File: src/design/hsv_to_rgb_converter_core_assert.svh
// ----------------------------------------------------------------------------
// HSV to RGB converter assertion macros
// Shared concurrent assertion forms for the converter RTL.
// ----------------------------------------------------------------------------
`ifndef HSV_TO_RGB_CONVERTER_CORE_ASSERT_SVH
`define HSV_TO_RGB_CONVERTER_CORE_ASSERT_SVH

// implication checked on every clock edge outside reset
`define HSVRGB_ASSERT_IMP(lbl, clk, rst_n, ante, cons, msg) \
	lbl: assert property (@(posedge clk) disable iff (!rst_n) (ante) |-> (cons)) \
		else $error(msg);

// condition that must never be seen outside reset
`define HSVRGB_ASSERT_NEVER(lbl, clk, rst_n, cond, msg) \
	lbl: assert property (@(posedge clk) disable iff (!rst_n) !(cond)) \
		else $error(msg);

`endif

File: src/design/hsvrgb_pkg.sv
// ----------------------------------------------------------------------------
// HSV to RGB converter package
// Field widths, fixed-point constants, sector codes and shared types.
// ----------------------------------------------------------------------------
package hsvrgb_pkg;

	localparam int HueW     = 9;
	localparam int ChanW    = 8;
	localparam int RemW     = 6;
	localparam int QuotW    = 4;
	localparam int SectorW  = 3;
	localparam int NumW     = 14;
	localparam int ProdW    = ChanW + NumW;

	localparam int SectorDeg = 60;
	localparam int FullScale = 255;
	localparam int Sectors   = 6;
	localparam int Den       = FullScale * SectorDeg;

	// floor(h / 60) = (h * HueRecip) >> HueShift for h below 512
	localparam int HueRecip  = 1093;
	localparam int HueShift  = 16;
	localparam int HueProdW  = 20;

	// floor(2^32 / 15300); the estimate of floor(x / 15300) is exact or one low
	localparam longint DenRecip  = 64'd280716;
	localparam int     DenShift  = 32;
	localparam int     DenRecipW = 19;
	localparam int     EstProdW  = ProdW + DenRecipW;

	typedef logic [SectorW-1:0] sector_t;

	localparam sector_t SEC_RED     = 3'd0;
	localparam sector_t SEC_YELLOW  = 3'd1;
	localparam sector_t SEC_GREEN   = 3'd2;
	localparam sector_t SEC_CYAN    = 3'd3;
	localparam sector_t SEC_BLUE    = 3'd4;
	localparam sector_t SEC_MAGENTA = 3'd5;

	typedef struct packed {
		logic [RemW-1:0] rem;
		sector_t         sector;
	} hue_split_t;

endpackage

File: src/design/hsv_to_rgb_converter_core.sv
// ----------------------------------------------------------------------------
// HSV to RGB converter core
// Seven-stage pipeline converting one HSV pixel per clock to 8-bit RGB.
// ----------------------------------------------------------------------------
// Usage:
//   Drive hue, saturation and brightness with start high; the pixel is taken
//   at the rising edge where start is high and busy is low. busy stays low,
//   so a new pixel can be taken on every clock.
//   When a taken pixel leaves the last stage, done is high for one cycle with
//   red, green and blue valid in that cycle; the receiver takes them then.
//   Throughput is one pixel per cycle; the stage chain is hue split (2),
//   factor numerators (1), product, reciprocal estimate, correction (3)
//   and the sector select (1).
//   Pixels come out in the order they went in, back to back when fed so.
//   The receiver cannot stall the results; nothing is held back.
//   Reset clears the valid bits of all stages; pixels in flight are dropped
//   and done stays low until new pixels reach the last stage.
//   Hue 360 to 511 behaves as hue minus 360; zero saturation gives grey.
// ----------------------------------------------------------------------------
module hsv_to_rgb_converter_core import hsvrgb_pkg::*; (
	input  logic             clk,
	input  logic             arst_n,
	input  logic             start,
	output logic             busy,
	input  logic [HueW-1:0]  hue,
	input  logic [ChanW-1:0] saturation,
	input  logic [ChanW-1:0] brightness,
	output logic             done,
	output logic [ChanW-1:0] red,
	output logic [ChanW-1:0] green,
	output logic [ChanW-1:0] blue
);

`include "hsv_to_rgb_converter_core_assert.svh"

	logic valid_s1, valid_s2, valid_s3, valid_s4, valid_s5, valid_s6, valid_s7;

	logic [ChanW-1:0] sat_s1, sat_s2;
	logic [ChanW-1:0] bright_s1, bright_s2, bright_s3, bright_s4, bright_s5, bright_s6;
	sector_t          sector_s3, sector_s4, sector_s5, sector_s6;

	hue_split_t       split;
	logic [NumW-1:0]  p_num, q_num, t_num;
	logic [ChanW-1:0] p_val, q_val, t_val;
	logic [ChanW-1:0] red_s7, green_s7, blue_s7;
	logic             accept;

	assign busy   = 1'b0;
	assign accept = start && !busy;

	always_ff @(posedge clk or negedge arst_n) begin
		if (!arst_n) begin
			valid_s1 <= 1'b0;
			valid_s2 <= 1'b0;
			valid_s3 <= 1'b0;
			valid_s4 <= 1'b0;
			valid_s5 <= 1'b0;
			valid_s6 <= 1'b0;
			valid_s7 <= 1'b0;
		end else begin
			valid_s1 <= accept;
			valid_s2 <= valid_s1;
			valid_s3 <= valid_s2;
			valid_s4 <= valid_s3;
			valid_s5 <= valid_s4;
			valid_s6 <= valid_s5;
			valid_s7 <= valid_s6;
		end
	end

	always_ff @(posedge clk) begin
		sat_s1    <= saturation;
		sat_s2    <= sat_s1;
		bright_s1 <= brightness;
		bright_s2 <= bright_s1;
		bright_s3 <= bright_s2;
		bright_s4 <= bright_s3;
		bright_s5 <= bright_s4;
		bright_s6 <= bright_s5;
		sector_s3 <= split.sector;
		sector_s4 <= sector_s3;
		sector_s5 <= sector_s4;
		sector_s6 <= sector_s5;
	end

	hsvrgb_hue_split u_hue_split (
		.clk   (clk),
		.hue   (hue),
		.split (split)
	);

	hsvrgb_factors u_factors (
		.clk        (clk),
		.split      (split),
		.saturation (sat_s2),
		.p_num      (p_num),
		.q_num      (q_num),
		.t_num      (t_num)
	);

	hsvrgb_ratio u_ratio_p (
		.clk        (clk),
		.brightness (bright_s3),
		.num        (p_num),
		.ratio      (p_val)
	);

	hsvrgb_ratio u_ratio_q (
		.clk        (clk),
		.brightness (bright_s3),
		.num        (q_num),
		.ratio      (q_val)
	);

	hsvrgb_ratio u_ratio_t (
		.clk        (clk),
		.brightness (bright_s3),
		.num        (t_num),
		.ratio      (t_val)
	);

	always_ff @(posedge clk) begin
		case (sector_s6)
			SEC_RED: begin
				red_s7   <= bright_s6;
				green_s7 <= t_val;
				blue_s7  <= p_val;
			end
			SEC_YELLOW: begin
				red_s7   <= q_val;
				green_s7 <= bright_s6;
				blue_s7  <= p_val;
			end
			SEC_GREEN: begin
				red_s7   <= p_val;
				green_s7 <= bright_s6;
				blue_s7  <= t_val;
			end
			SEC_CYAN: begin
				red_s7   <= p_val;
				green_s7 <= q_val;
				blue_s7  <= bright_s6;
			end
			SEC_BLUE: begin
				red_s7   <= t_val;
				green_s7 <= p_val;
				blue_s7  <= bright_s6;
			end
			default: begin
				red_s7   <= bright_s6;
				green_s7 <= p_val;
				blue_s7  <= q_val;
			end
		endcase
	end

	assign done  = valid_s7;
	assign red   = red_s7;
	assign green = green_s7;
	assign blue  = blue_s7;

	`HSVRGB_ASSERT_IMP(a_done_follows_start, clk, arst_n, done, $past(accept, 7), "result without a transaction seven cycles earlier")
	`HSVRGB_ASSERT_NEVER(a_not_above_value, clk, arst_n, done && (red > $past(brightness, 7) || green > $past(brightness, 7) || blue > $past(brightness, 7)), "channel above brightness")
	`HSVRGB_ASSERT_IMP(a_grey, clk, arst_n, done && $past(saturation, 7) == '0, red == $past(brightness, 7) && green == red && blue == red, "zero saturation not grey")

endmodule

File: src/design/hsvrgb_hue_split.sv
// ----------------------------------------------------------------------------
// HSV to RGB hue split
// Two-stage split of the hue into sector and remainder within the sector.
// ----------------------------------------------------------------------------
module hsvrgb_hue_split import hsvrgb_pkg::*; (
	input  logic             clk,
	input  logic [HueW-1:0]  hue,
	output hue_split_t       split
);

	logic [HueProdW-1:0] hue_prod;
	logic [HueW-1:0]     hue_s1;
	logic [QuotW-1:0]    quot_s1;
	logic [HueW-1:0]     base;
	logic [HueW-1:0]     rem_full;
	hue_split_t          split_s2;

	assign hue_prod = HueProdW'(hue) * HueProdW'(HueRecip);

	always_ff @(posedge clk) begin
		hue_s1  <= hue;
		quot_s1 <= hue_prod[HueShift +: QuotW];
	end

	assign base     = HueW'(quot_s1) * HueW'(SectorDeg);
	assign rem_full = hue_s1 - base;

	always_ff @(posedge clk) begin
		split_s2.rem <= rem_full[RemW-1:0];
		if (quot_s1 >= QuotW'(Sectors)) begin
			split_s2.sector <= SectorW'(quot_s1 - QuotW'(Sectors));
		end else begin
			split_s2.sector <= SectorW'(quot_s1);
		end
	end

	assign split = split_s2;

endmodule

File: src/design/hsvrgb_factors.sv
// ----------------------------------------------------------------------------
// HSV to RGB factor numerators
// Numerators of p, q and t over the common denominator 255 * 60.
// ----------------------------------------------------------------------------
module hsvrgb_factors import hsvrgb_pkg::*; (
	input  logic             clk,
	input  hue_split_t       split,
	input  logic [ChanW-1:0] saturation,
	output logic [NumW-1:0]  p_num,
	output logic [NumW-1:0]  q_num,
	output logic [NumW-1:0]  t_num
);

	logic [RemW:0]     rem_inv;
	logic [NumW-1:0]   sp;
	logic [NumW-1:0]   sq;
	logic [NumW-1:0]   st;
	logic [NumW-1:0]   p_num_s3;
	logic [NumW-1:0]   q_num_s3;
	logic [NumW-1:0]   t_num_s3;

	assign rem_inv = (RemW+1)'(SectorDeg) - {1'b0, split.rem};
	assign sp      = NumW'(saturation) * NumW'(SectorDeg);
	assign sq      = NumW'(split.rem) * NumW'(saturation);
	assign st      = NumW'(rem_inv) * NumW'(saturation);

	always_ff @(posedge clk) begin
		p_num_s3 <= NumW'(Den) - sp;
		q_num_s3 <= NumW'(Den) - sq;
		t_num_s3 <= NumW'(Den) - st;
	end

	assign p_num = p_num_s3;
	assign q_num = q_num_s3;
	assign t_num = t_num_s3;

endmodule

File: src/design/hsvrgb_ratio.sv
// ----------------------------------------------------------------------------
// HSV to RGB scaled ratio
// Three-stage floor(v * num / 15300) by reciprocal estimate and correction.
// ----------------------------------------------------------------------------
module hsvrgb_ratio import hsvrgb_pkg::*; (
	input  logic             clk,
	input  logic [ChanW-1:0] brightness,
	input  logic [NumW-1:0]  num,
	output logic [ChanW-1:0] ratio
);

	logic [ProdW-1:0]    prod_s4;
	logic [EstProdW-1:0] est_full;
	logic [ProdW-1:0]    prod_s5;
	logic [ChanW-1:0]    est_s5;
	logic [ChanW:0]      est_inc;
	logic [ProdW-1:0]    est_back;
	logic [ChanW-1:0]    ratio_s6;

	always_ff @(posedge clk) begin
		prod_s4 <= ProdW'(brightness) * ProdW'(num);
	end

	assign est_full = EstProdW'(prod_s4) * EstProdW'(DenRecip);

	always_ff @(posedge clk) begin
		prod_s5 <= prod_s4;
		est_s5  <= est_full[DenShift +: ChanW];
	end

	assign est_inc  = {1'b0, est_s5} + (ChanW+1)'(1);
	assign est_back = ProdW'(est_inc) * ProdW'(Den);

	always_ff @(posedge clk) begin
		if (est_back <= prod_s5) begin
			ratio_s6 <= est_inc[ChanW-1:0];
		end else begin
			ratio_s6 <= est_s5;
		end
	end

	assign ratio = ratio_s6;

endmodule

File: config.mk
export PLATFORM = sky130hd
export DESIGN_NAME = hsv_to_rgb_converter_core
export DESIGN_NICKNAME = d
export VERILOG_FILES = /design/src/design/hsvrgb_pkg.sv /design/src/design/hsv_to_rgb_converter_core.sv /design/src/design/hsvrgb_hue_split.sv /design/src/design/hsvrgb_factors.sv /design/src/design/hsvrgb_ratio.sv
export VERILOG_INCLUDE_DIRS = /design/src /design/src/design
export SDC_FILE = /design/constraint.sdc
export NUM_CORES = 2
export LEC_CHECK = 0
export ABC_AREA = 1
export ABC_CLOCK_PERIOD_IN_PS = 6900
export BUFFER_PORTS_ARGS = -buffer_cell sky130_fd_sc_hd__buf_2
export CAP_MARGIN = 20
export CORE_UTILIZATION = 45
export CTS_CLUSTER_DIAMETER = 120
export DETAILED_ROUTE_END_ITERATION = 10
export HOLD_SLACK_MARGIN = 0.05
export MAX_ROUTING_LAYER = met4
export SYNTH_ARGS = -nofsm -noshare
export SYNTH_HDL_FRONTEND = slang
export SYNTH_SLANG_ARGS = --single-unit
File: constraint.sdc
create_clock -name clk -period 6.9 [get_ports clk]
set_input_delay 0.345 -clock clk [delete_from_list [all_inputs] [get_ports clk]]
set_output_delay 0.345 -clock clk [all_outputs]
set_load 0.05 [all_outputs]
==> metrics.log <==
[metrics] total overflow reported by the global router: 0
[metrics] number of endpoints with negative hold slack in the final report: 0
[metrics] status: completed
[metrics] cell types with the largest area share after synthesis: sky130_fd_sc_hd__fa_1 (24%), sky130_fd_sc_hd__ha_1 (24%), sky130_fd_sc_hd__dfxtp_1 (15%), sky130_fd_sc_hd__inv_1 (12%), sky130_fd_sc_hd__nand2_1 (8.7%)
[metrics] Worst Tran Pin Value: 1044 ps
[metrics] insertion delay of the later-clocked pin in the worst-skew pair: 650 ps
[metrics] flops & latches, synth: 339
[metrics] Clock transition at path regs: 60 ps
[metrics] via count of the first global-routing pass: 34,780
[metrics] number of vias after detailed routing: 33,350
[metrics] number of instances in the synthesized netlist: 5,503
[metrics] antenna diode count: 0
[metrics] final critical-path share of the clock period: 93.28%
[metrics] final cell count without fillers: 6,874
[metrics] Setup Fix Bufs, Post-CTS: 0
[metrics] critical path endpoint category: flip-flop
[metrics] RSZ-0062 raised after global routing: no
[metrics] Floorplan Core Area: 98,710 um^2
[metrics] number of standard-cell rows in the floorplan: 115
[metrics] first-pass GRT wire length: 169,700 um
[metrics] final instance area: 48,440 um^2
[metrics] initial antenna violation count: 3
[metrics] Die Outline Area: 101,100 um^2
[metrics] # IOs: 54
[metrics] sequential-to-total area share from yosys stat: 15.18%
[metrics] area growth from synthesis to final layout: 7.793%
[metrics] routed wirelength normalized by instance count: 14.49 um
[metrics] Avg Vias per Cell: 4.852
[metrics] cell area after synthesis: 44,940 um^2
[metrics] placed cell areas: 46,520 um^2
[metrics] Routed WL: 99,620 um
[metrics] synthesized net count: 6,922
[metrics] Yosys cell types: 55
[metrics] Primary FF master, synth: sky130_fd_sc_hd__dfxtp_1
[metrics] Die X: 318.0 um
[metrics] Port-buffer cells: 52
[metrics] number of flops mapped to enable cells by yosys: 0
[metrics] Worst EP arrival: 6940 ps
[metrics] First DRT Iteration DRCs: 1,431
[metrics] maximum level of the CTS H-tree: 2
[metrics] number of remaining DRC errors: 0
[metrics] area share of the leading cell type in the synthesized netlist: 23.83%
[metrics] TritonCTS sink count: 339
[metrics] clock tree from TritonCTS: built
[metrics] CP peak stage delay: 590 ps
[metrics] Root Buffer: sky130_fd_sc_hd__clkbuf_16
[metrics] Setup CP Type: reg2reg
[metrics] router iterations before antenna repair: 5
[metrics] max-cap violation count: 0
[metrics] average cell area after synthesis: 8.166 um^2
[metrics] master of the slowest instance on the critical path: sky130_fd_sc_hd__fa_1
[metrics] CTS max path bufs: 3
[metrics] fin crit period: 6436 ps
[metrics] Post-synth ARST share: 2.065%
[metrics] final layout net count: 6,971
[metrics] final setup TNS: 0 ps
[metrics] Initial Utilization: 45.53%
[metrics] hold crit path type: in2reg
[metrics] antenna-violating nets left: 0
[metrics] final count of pins violating max slew: 0
[metrics] final-report setup violation count: 0
[metrics] crit-path max FO: 15
[metrics] fraction of layout cells with a size suffix above 1: 3.526%
[metrics] Placed Cells: 6,767
[metrics] Max Freq: 0.1554 GHz
[metrics] worst max-slew margin expressed relative to the limit: 30.42%
[metrics] total routing usage reported by global routing: 21.15%
[metrics] data required time of the worst path: 7400 ps
[metrics] largest net degree at the start of global routing: 41
[metrics] Synthesis Warnings: 0
[metrics] half-perimeter wire length after detailed placement: 84,170 um
[metrics] cell type contributing the most total cell area after synthesis: sky130_fd_sc_hd__fa_1
[metrics] die height: 318.0 um
[metrics] final setup skew: 55.17 ps
[metrics] startpoint class of the critical path: flip-flop
[metrics] total CTS buffers: 44
[metrics] gp weighted congestion: 0.9140
[area by class of cell]
class | count | area (um^2)
clock buffers | 52 | 1191
well taps | 1287 | 1610
clock inverters | 29 | 447.9
repair buffers | 97 | 675.6
flip-flops and latches | 339 | 6824
fillers | 9621 | 50270
multi-input cells | 3647 | 32350
inverters | 1423 | 5341
[cell usage in the layout, fill, tap and decap left out, types with 8 or more instances in the layout]
master | Yosys | routed
sky130_fd_sc_hd__buf_4 | 10 | 18
sky130_fd_sc_hd__clkbuf_16 | 0 | 44
sky130_fd_sc_hd__xnor2_1 | 54 | 54
sky130_fd_sc_hd__nand4_1 | 43 | 43
sky130_fd_sc_hd__o21bai_1 | 22 | 22
sky130_fd_sc_hd__ha_1 | 856 | 856
sky130_fd_sc_hd__nor3_1 | 39 | 39
sky130_fd_sc_hd__dfxtp_1 | 332 | 330
sky130_fd_sc_hd__fa_1 | 535 | 535
sky130_fd_sc_hd__buf_2 | 3 | 52
sky130_fd_sc_hd__o21ai_1 | 21 | 21
sky130_fd_sc_hd__nand2_1 | 1041 | 1041
sky130_fd_sc_hd__inv_1 | 1419 | 1419
sky130_fd_sc_hd__xor2_1 | 117 | 117
sky130_fd_sc_hd__dlygate4sd3_1 | 0 | 26
sky130_fd_sc_hd__bufinv_16 | 0 | 8
sky130_fd_sc_hd__o2111ai_1 | 20 | 20
sky130_fd_sc_hd__o21ai_0 | 119 | 119
sky130_fd_sc_hd__nand3b_1 | 8 | 8
sky130_fd_sc_hd__nand3_1 | 130 | 130
sky130_fd_sc_hd__a31oi_1 | 19 | 19
sky130_fd_sc_hd__a21oi_1 | 235 | 235
sky130_fd_sc_hd__o21a_1 | 13 | 13
sky130_fd_sc_hd__a21o_1 | 26 | 26
sky130_fd_sc_hd__nor2_1 | 259 | 258
sky130_fd_sc_hd__nor4_1 | 11 | 9
[timing repair]
action                                  4_1_cts  5_1_grt
hold buffers                                 26        0
endpoints found under the hold margin        32        0
endpoints found under the setup margin        0       13
gates resized for setup                       0        5
[cell usage after synthesis, types with 20 or more instances]
master                         n
sky130_fd_sc_hd__clkbuf_1     43
sky130_fd_sc_hd__clkbuf_2     35
sky130_fd_sc_hd__o21bai_1     22
sky130_fd_sc_hd__xor2_1      117
sky130_fd_sc_hd__o21ai_1      21
sky130_fd_sc_hd__nand4_1      43
sky130_fd_sc_hd__fa_1        535
sky130_fd_sc_hd__xnor2_1      54
sky130_fd_sc_hd__a21o_1       26
sky130_fd_sc_hd__nand2_1    1041
sky130_fd_sc_hd__nand3_1     130
sky130_fd_sc_hd__o2111ai_1    20
sky130_fd_sc_hd__o21ai_0     119
sky130_fd_sc_hd__a21oi_1     235
sky130_fd_sc_hd__inv_1      1419
sky130_fd_sc_hd__dfxtp_1     332
sky130_fd_sc_hd__ha_1        856
sky130_fd_sc_hd__nor2_1      259
sky130_fd_sc_hd__nor3_1       39
[metal layers]
layer | up-vias | wire, um | track usage [%]
li1 | 17010 | - | -
met1 | 15820 | 47850 | 27.75
met2 | 409 | 45940 | 34.64
met3 | 120 | 3217 | 2.344
met4 | 0 | 2601 | 5.609
met5 | - | 0 | -
[flip-flops by register name (all words and copies together) (netlist names), 9 cells and up]
register / flops
u_ratio_p.prod_s4: 20
u_ratio_q.prod_s4: 21
u_ratio_p.prod_s5: 20
u_hue_split.split: 9
u_factors.p_num: 12
u_factors.q_num: 14
u_ratio_t.prod_s5: 22
u_ratio_q.prod_s5: 21
u_ratio_t.prod_s4: 22
u_factors.t_num: 13
[kinds of logic (layout without fill, tap and decap cells)]
group           Yosys count  count (layout)  synth area share, %
compound gates          520             520                6.652
simple gates           1561            1561                14.17
flops                   339             339                15.18
fa+ha+maj              1391            1391                47.67
other cells               1               1             0.008345
xor+xnor                174             174                3.441
buf+inv                1517            1601                12.88
[path summary, 6_finish.rpt]
path                                     startpoint                     end  slack (ps)  depth (start not counted)
worst max-delay path            u_ratio_q.est_s5[0]      u_ratio_q.ratio[5]         460                         26
worst min-delay path                         hue[7]  u_hue_split.quot_s1[1]         250                          4
worst max register to register  u_ratio_q.est_s5[0]      u_ratio_q.ratio[5]         460                         26
worst min register to register         bright_s1[0]            bright_s2[0]         320                          0
max in group asynchronous                    arst_n                valid_s3        5990                          3
min in group asynchronous                    arst_n                    done         660                          3
[stage by stage]
stage | utilization [%] | hold slack, ps | setup WS, ps
global placement | 47.13 | 177.8 | 502.3
finish | 49.07 | 251.9 | 464.0
floorplan | - | 49.41 | 630.7
CTS | 49.05 | 225.4 | 427.1
global route | 49.07 | 295.6 | 5.059
detailed placement | 47.13 | 182.3 | 458.4
[worst max-delay path: cells and delay by family, from the launching register on]
family / cells / cell delay [ps]
adder cells (fa/ha/maj): 6 / 2830
buffers and inverters: 4 / 400
flip-flops: 1 / 540
XOR/XNOR: 2 / 460
AO/OA/AOI/OAI: 2 / 400
AND/OR/NAND/NOR: 12 / 1660
Power is left out: the tool's default activity adds up to more than one toggle a clock period on the data nets, which glitch-free logic cannot reach.
